===== config.mk =====
export PLATFORM = sky130hd
export DESIGN_NAME = rpua_div_cell
export DESIGN_NICKNAME = d
export VERILOG_FILES = /design/src/rtl/rpua_pkg.sv /design/src/rtl/rpua_div_cell.sv
export SDC_FILE = /design/constraint.sdc
export NUM_CORES = 1
export LEC_CHECK = 0
export BUFFER_PORTS_ARGS = -buffer_cell sky130_fd_sc_hd__buf_2
export CAP_MARGIN = 5
export CORE_ASPECT_RATIO = 0.8
export CORE_UTILIZATION = 50
export CTS_CLUSTER_SIZE = 25
export DETAILED_ROUTE_END_ITERATION = 7
export GPL_TIMING_DRIVEN = 0
export PLACE_DENSITY = 0.85
export SYNTH_ARGS = -nofsm -noshare
export SYNTH_HDL_FRONTEND = slang
export SYNTH_SLANG_ARGS = --single-unit
export TNS_END_PERCENT = 100

===== constraint.sdc =====
create_clock -name i_clk -period 4 [get_ports i_clk]
set_clock_uncertainty 0.05 [all_clocks]
set_input_delay 0.2 -clock i_clk [delete_from_list [all_inputs] [get_ports i_clk]]
set_output_delay 0.2 -clock i_clk [all_outputs]
set_load 0.005 [all_outputs]

===== src/rtl/rpua_pkg.sv =====
`timescale 1ns / 1ps
// Shared constants, register codes and sine coefficients of the ring unwrap address generator.
// No dependencies.
package rpua_pkg;

    localparam int COL_W       = 15;
    localparam int ROW_W       = 12;
    localparam int OUT_W       = 15;
    localparam int S_TDATA_W   = 32;
    localparam int M_TDATA_W   = 32;
    localparam int M_TUSER_W   = 1;
    localparam int APB_ADDR_W  = 5;
    localparam int APB_DATA_W  = 32;

    localparam int TWO_PI_W                = 35;
    localparam logic [TWO_PI_W-1:0] TWO_PI_Q32 = 35'd26986075409;

    localparam int Q_W                = 31;
    localparam logic [Q_W-1:0] ONE_Q30 = 31'h4000_0000;
    localparam int HORNER_STEPS       = 5;
    localparam int TRIG_LAT           = HORNER_STEPS + 4;

    typedef enum logic [2:0] {
        REG_CENTER_X     = 3'd0,
        REG_CENTER_Y     = 3'd1,
        REG_INNER_RADIUS = 3'd2,
        REG_OUTER_RADIUS = 3'd3,
        REG_IMAGE_WIDTH  = 3'd4,
        REG_IMAGE_HEIGHT = 3'd5
    } t_reg_idx;

    // Taylor terms of sin(t*pi/2) in Q30, highest order first
    function automatic logic [Q_W-1:0] sine_coef(input logic [2:0] k);
        logic [Q_W-1:0] c;
        case (k)
            3'd0:    c = 31'd3864;
            3'd1:    c = 31'd172272;
            3'd2:    c = 31'd5026996;
            3'd3:    c = 31'd85569306;
            3'd4:    c = 31'd693598668;
            3'd5:    c = 31'd1686629713;
            default: c = '0;
        endcase
        return c;
    endfunction

endpackage


===== src/rtl/rpua_div_cell.sv =====
`timescale 1ns / 1ps
// One restoring-division cell: one quotient bit of column * 2^PHASE_BITS / circumference.
// Depends on rpua_pkg.
module rpua_div_cell import rpua_pkg::*; #(
    parameter int CIRC_BITS  = 15,
    parameter int PHASE_BITS = 16
) (
    input  logic                  i_clk,
    input  logic                  i_rst_n,
    input  logic                  i_en,
    input  logic [CIRC_BITS-1:0]  i_circ,
    input  logic                  i_valid,
    input  logic [COL_W-1:0]      i_col,
    input  logic [CIRC_BITS-1:0]  i_rem,
    input  logic [PHASE_BITS-1:0] i_quo,
    input  logic [ROW_W-1:0]      i_row,
    output logic                  o_valid,
    output logic [COL_W-1:0]      o_col,
    output logic [CIRC_BITS-1:0]  o_rem,
    output logic [PHASE_BITS-1:0] o_quo,
    output logic [ROW_W-1:0]      o_row
);

    logic                  r_valid;
    logic [COL_W-1:0]      r_col;
    logic [CIRC_BITS-1:0]  r_rem;
    logic [PHASE_BITS-1:0] r_quo;
    logic [ROW_W-1:0]      r_row;

    logic [CIRC_BITS:0] w_trial;
    logic [CIRC_BITS:0] w_diff;
    logic               w_ge;

    assign w_trial = {i_rem, i_col[COL_W-1]};
    assign w_diff  = w_trial - {1'b0, i_circ};
    assign w_ge    = w_trial >= {1'b0, i_circ};

    always_ff @(posedge i_clk) begin
        if (!i_rst_n) begin
            r_valid <= 1'b0;
        end else if (i_en) begin
            r_valid <= i_valid;
        end
    end

    always_ff @(posedge i_clk) begin
        if (i_en) begin
            r_rem <= w_ge ? w_diff[CIRC_BITS-1:0] : w_trial[CIRC_BITS-1:0];
            r_quo <= {i_quo[PHASE_BITS-2:0], w_ge};
            r_col <= {i_col[COL_W-2:0], 1'b0};
            r_row <= i_row;
        end
    end

    assign o_valid = r_valid;
    assign o_col   = r_col;
    assign o_rem   = r_rem;
    assign o_quo   = r_quo;
    assign o_row   = r_row;

endmodule


* Word level (Yosys, flattened, before mapping)
Cells that the tools add are included.
Cells by class: add/sub/neg operators 1, order comparisons 1, muxes and demuxes 1
Operators by type and width (number):
- 16-bit by 15-bit >= comparator with 1-bit output | 1
- 15-bit two-way mux | 1
- 15-bit subtractor | 1
Word-level totals: bits in registers 58, output and inout bits 59, word-level logic and storage cells 8

* Logic depth before layout (Yosys ltp)
depth in word-level cells 2, mapped depth 10

* Worst setup path after synthesis
No wires, ideal clock.
path kind in2reg, start input port i_col[14], end register r_rem[12] (netlist: o_rem[12]), data pin, arrival time 1934 ps, data required time 3690 ps, path slack 1756 ps, cell stages on the path 9, cell sequence inv_1 -> ha_1 -> fa_1 -> nor2b_1 -> o22a_1 -> o21ai_1 -> a31oi_4 -> buf_6 -> mux2_4
Between the ends: word-level cells in the longest chain between the ends 2
RTL lines:
- start, declared | RTL line rpua_div_cell.sv:13 | input logic [COL_W-1:0] i_col,
- 15-bit subtractor / 16-bit by 15-bit >= comparator with 1-bit output (equally long branches) | RTL line rpua_div_cell.sv:35, rpua_div_cell.sv:36
- 15-bit two-way mux * | RTL line rpua_div_cell.sv:48 | r_rem <= w_ge ? w_diff[CIRC_BITS-1:0] : w_trial[CIRC_BITS-1:0];
- end signal, assigned | RTL line rpua_div_cell.sv:48
- end, declared | RTL line rpua_div_cell.sv:26 | logic [CIRC_BITS-1:0] r_rem;
Every way passes the cells marked *; elsewhere a longest branch is shown, timed or not. A chain may end at the register's enable or synchronous reset.

* Final worst setup path
start input port i_col[14], end register r_rem[8] (netlist: o_rem[8]), data pin
The elaborated chain is that of the path after synthesis.

==> implementation parameters <==
Parameter                              Value

Route
  Final ANT Viol Nets ... 0
  Avg Vias per Cell ... ~5
  Post-detailed-routing wire length ... 7.78 mm
  First-pass iteration count of the detailed router ... 4
  Wire length per cell ... 16.3 µm
  DRC ... 0
  Number of DRC violations after detailed-routing iteration 0 ... around 160
  Vias ... 2377

Setup path
  Cell Chain, Critical Path ... buf_2 > inv_1 > ha_1 > fa_1 > nor2b_1 > o22a_1 > o21ai_1 > a31oi_4 > buf_6 > mux2_4
  Longest individual stage delay on the worst path ... 0.42 ns
  Setup slack on the worst flop-to-flop path ... approximately 3.3 ns
  Cell type of the slowest stage on the worst timing path ... sky130_fd_sc_hd__fa_1
  Nature of the critical path endpoint ... register
  Crit path to ... o_rem[8]$_DFFE_PP_
  Kind of critical path ... in -> reg
  Endpoint arrival time on the critical path ... 2.23 ns
  Worst r2r src ... o_valid$_SDFFE_PN0P_
  RR Endpoint ... o_valid$_SDFFE_PN0P_
  Number of gates on the worst path with buffers counted ... 10
  Largest fanout on the critical path ... 10
  Crit path launch type ... primary input
  Launch point of the worst path ... i_col[14]
  Required time worst endpoint ... around 4 ns
  Family with the most delay on the worst path ... adder cells
  Length in cells of the worst reg-to-reg path ... 2
  Buf+Inv Stages, Crit Path ... 3

Global routing
  Wire length of the first global-routing pass ... 12.0 mm
  Overall global routing resource usage ... 27.0%
  Antenna violations before repair ... 0
  Grt total ovfl ... 0
  Via count of the first global-routing pass ... 2433
  Largest net degree at the start of global routing ... 59

Yosys
  Post-synthesis cell type with the largest combined area ... sky130_fd_sc_hd__edfxtp_1
  Count of unique library cells instantiated by Yosys ... 47
  Total number of yosys warnings ... 0
  Largest cells by area after synthesis ... sky130_fd_sc_hd__edfxtp_1, sky130_fd_sc_hd__ha_1, sky130_fd_sc_hd__mux2_4
  Fraction of registers with async set or reset after synthesis ... 0%
  Dominant synthesized flop cell ... sky130_fd_sc_hd__edfxtp_1
  Average size of a mapped cell ... ~14 µm²
  Post-synthesis instance area ... 2840 µm²
  Portion of synthesized cell area occupied by the leading cell type ... 60.2%
  Net Count, Synth ... 303
  Post-synth EDFFs ... 57
  Number of synthesized register bits ... 58
  Cells after synthesis ... 210
  Share of the yosys chip area belonging to registers ... between 60% and 70%

Timing
  Highest clock frequency the design can meet ... 456 MHz
  Setup TNS ... 0 ns
  Actual slew at the worst max-slew pin ... 1.29 ns
  Max-slew headroom at the worst pin ... 13.8%
  Worst Hold Slack ... about 0.0038 ns
  Number of slew-limit violations in the final report ... 0
  RSZ-0062 raised after global routing ... no
  Number of failing setup endpoints in the final timing report ... 0
  Final Critical Period ... 2.19 ns
  Count of final hold-check violations ... 0
  Setup WS post-layout ... around 1.8 ns
  Final clock period utilization by the worst path ... 54.8%

Power
  Proportion of power drawn by combinational gates ... 22.7%
  Ratio of total power to cell area ... 377 nW/µm²
  Net switching fraction of the power ... 27.0%
  Standby leakage power ... 1.89 nW
  Clk pwr share ... 29.0%
  Sequential Power Share ... 48.2%
  Peak supply drop ... 0.192 mV
  Internal power of the cells ... around 1.1 mW
  Switching power of the nets ... 0.425 mW

Place
  Port bufs ... 133
  Routability cong. ... 0.801
  DP Wirelength ... 4.86 mm
  Setup Slack @ Placement ... 1.46 ns
  Total instance count after detailed placement ... 421

Floorplanning
  Width of the die ... approximately 86 µm
  Initial cell density of the core ... a little over half
  Core Rows ... 24
  Total die area ... 5990 µm²
  Core Region ... around 5500 µm²
  IO Pins ... 136
  Chip Height ... 69.4 µm

Clocking
  TritonCTS Sinks ... 58
  H-tree levels ... 3
  CTS Root Buffer Type ... sky130_fd_sc_hd__clkbuf_8
  Worst-skew pair later-pin latency ... 0.33 ns
  Max Root-Sink Buffers ... 2
  Post-cts gate resize count ... 0
  TritonCTS clock tree ... built
  Inserted Clock Buffers ... 9
  Post-CTS Setup Bufs ... 0
  Cts-stage hold buffer count ... 38
  CTS clock-pin slew for the worst setup and hold paths ... approximately 0.070 ns

Flow run
  # Max-Cap Violations ... 0

Layout
  Fraction of final layout cells with drive strength greater than 1 ... between 40% and 50%
  Layout fillers ... approximately 370
  Number of diodes ... 0
  Final #Nets ... about 500
  Synthesis-to-layout area growth ... 46.6%
  Filler-free cell count of the finished design ... 477

Status
  Outcome ... finished clean

Hold path
  Worst hold-check path type ... in -> reg
==> cells in the final DEF (no fill, tap or decap), types with 2 or more instances in the layout <==
cell type	n
sky130_fd_sc_hd__a211oi_1	3
sky130_fd_sc_hd__a21oi_1	14
sky130_fd_sc_hd__a31oi_1	2
sky130_fd_sc_hd__buf_2	135
sky130_fd_sc_hd__buf_4	2
sky130_fd_sc_hd__clkbuf_8	9
sky130_fd_sc_hd__clkinv_2	3
sky130_fd_sc_hd__clkinvlp_4	2
sky130_fd_sc_hd__dlygate4sd3_1	40
sky130_fd_sc_hd__edfxtp_1	57
sky130_fd_sc_hd__ha_1	15
sky130_fd_sc_hd__inv_1	21
sky130_fd_sc_hd__mux2_2	2
sky130_fd_sc_hd__mux2_4	6
sky130_fd_sc_hd__mux2i_1	3
sky130_fd_sc_hd__nand2_1	11
sky130_fd_sc_hd__nand2b_1	2
sky130_fd_sc_hd__nor2_1	14
sky130_fd_sc_hd__nor2b_1	3
sky130_fd_sc_hd__nor3b_1	3
sky130_fd_sc_hd__o21a_1	5
sky130_fd_sc_hd__o21ai_0	7
sky130_fd_sc_hd__o22a_1	2
sky130_fd_sc_hd__or3_1	2
sky130_fd_sc_hd__xnor2_1	5
sky130_fd_sc_hd__xor2_1	4
==> metal layers <==
layer,GRT usage (%),vias to the layer above,wire length (µm)
li1,-,1139,-
met1,28.1,1090,2920
met2,49.5,130,3980
met3,8.93,18,691
met4,10.9,0,193
met5,0,-,0
==> cells by family (layout without fill, tap and decap cells) <==
family | after synthesis | count (layout) | synth area share, %
adder cells (fa/ha/maj) | 16 | 16 | 7.31
AO/OA/AOI/OAI | 45 | 45 | 11.7
multiplexers | 11 | 11 | 5.02
other | 1 | 1 | 0.132
buffers and inverters | 26 | 215 | 4.05
AND/OR/NAND/NOR | 44 | 44 | 8.14
flip-flops | 58 | 58 | 60.9
XOR/XNOR | 9 | 9 | 2.77
==> through the flow <==
step,utilization [%],instance area (µm²),power (mW)
after floorplan,-,2840,0.947
after global placement,66.0,3610,1.07
after detailed placement,66.0,3610,1.09
after CTS,75.9,4150,1.56
after global routing,76.3,4170,1.64
final,76.3,4170,1.57
==> worst register-to-register path: cells and delay by family (launching register included) <==
kind	cells	cell delay [ns]
flip-flops	1	0.33
multiplexers	1	0.17
AND/OR/NAND/NOR	1	0.07
==> Yosys cell counts (all sizes together), types with 3 or more instances <==
cell / number
edfxtp: 57
inv: 21
ha: 15
a21oi: 14
nor2: 14
nand2: 11
mux2: 8
o21ai: 8
buf: 5
o21a: 5
xnor2: 5
nor3b: 4
xor2: 4
a211oi: 3
a31oi: 3
mux2i: 3
nor2b: 3
==> area by class of cell <==
type | instances | area (µm²) | share of cell area, %
repair buffers | 173 | 1070 | 25.6
plain buffers | 5 | 36.3 | 0.871
inverters | 21 | 78.8 | 1.89
multi-input cells | 126 | 996 | 23.9
well taps | 78 | 97.6 | 2.34
clock inverters | 6 | 33.8 | 0.811
clock buffers | 10 | 128 | 3.06
flip-flops and latches | 58 | 1730 | 41.5
==> sequential cells by signal, summed over array words and instances (netlist names) <==
register and count:
o_col 14, o_quo 16, o_rem 15, o_row 12
o_valid 1
==> power groups by stage <==
stage / Combinational (mW) / Sequential (mW) / Clock [mW]
floorplan: 0.168 / 0.779 / 0
detailed placement: 0.318 / 0.769 / 0
global placement: 0.305 / 0.766 / 0
finish: 0.357 / 0.759 / 0.457
CTS: 0.349 / 0.757 / 0.458
global route: 0.391 / 0.762 / 0.485
==> worst min path at each step <==
stage	start	end	slack (ns)	cells after the start
3_3_place_gp	i_quo[2]	o_quo[3]$_DFFE_PP_	0.33	1
6_report	i_col[9]	o_col[10]$_DFFE_PP_	0.004	1
2_1_floorplan	i_col[9]	o_col[10]$_DFFE_PP_	0.25	0
4_1_cts	i_col[9]	o_col[10]$_DFFE_PP_	0.0004	1
3_5_place_dp	i_col[12]	o_col[13]$_DFFE_PP_	0.33	1
5_1_grt	i_col[9]	o_col[10]$_DFFE_PP_	-0.002	1
(Power assumes the default switching activity.)
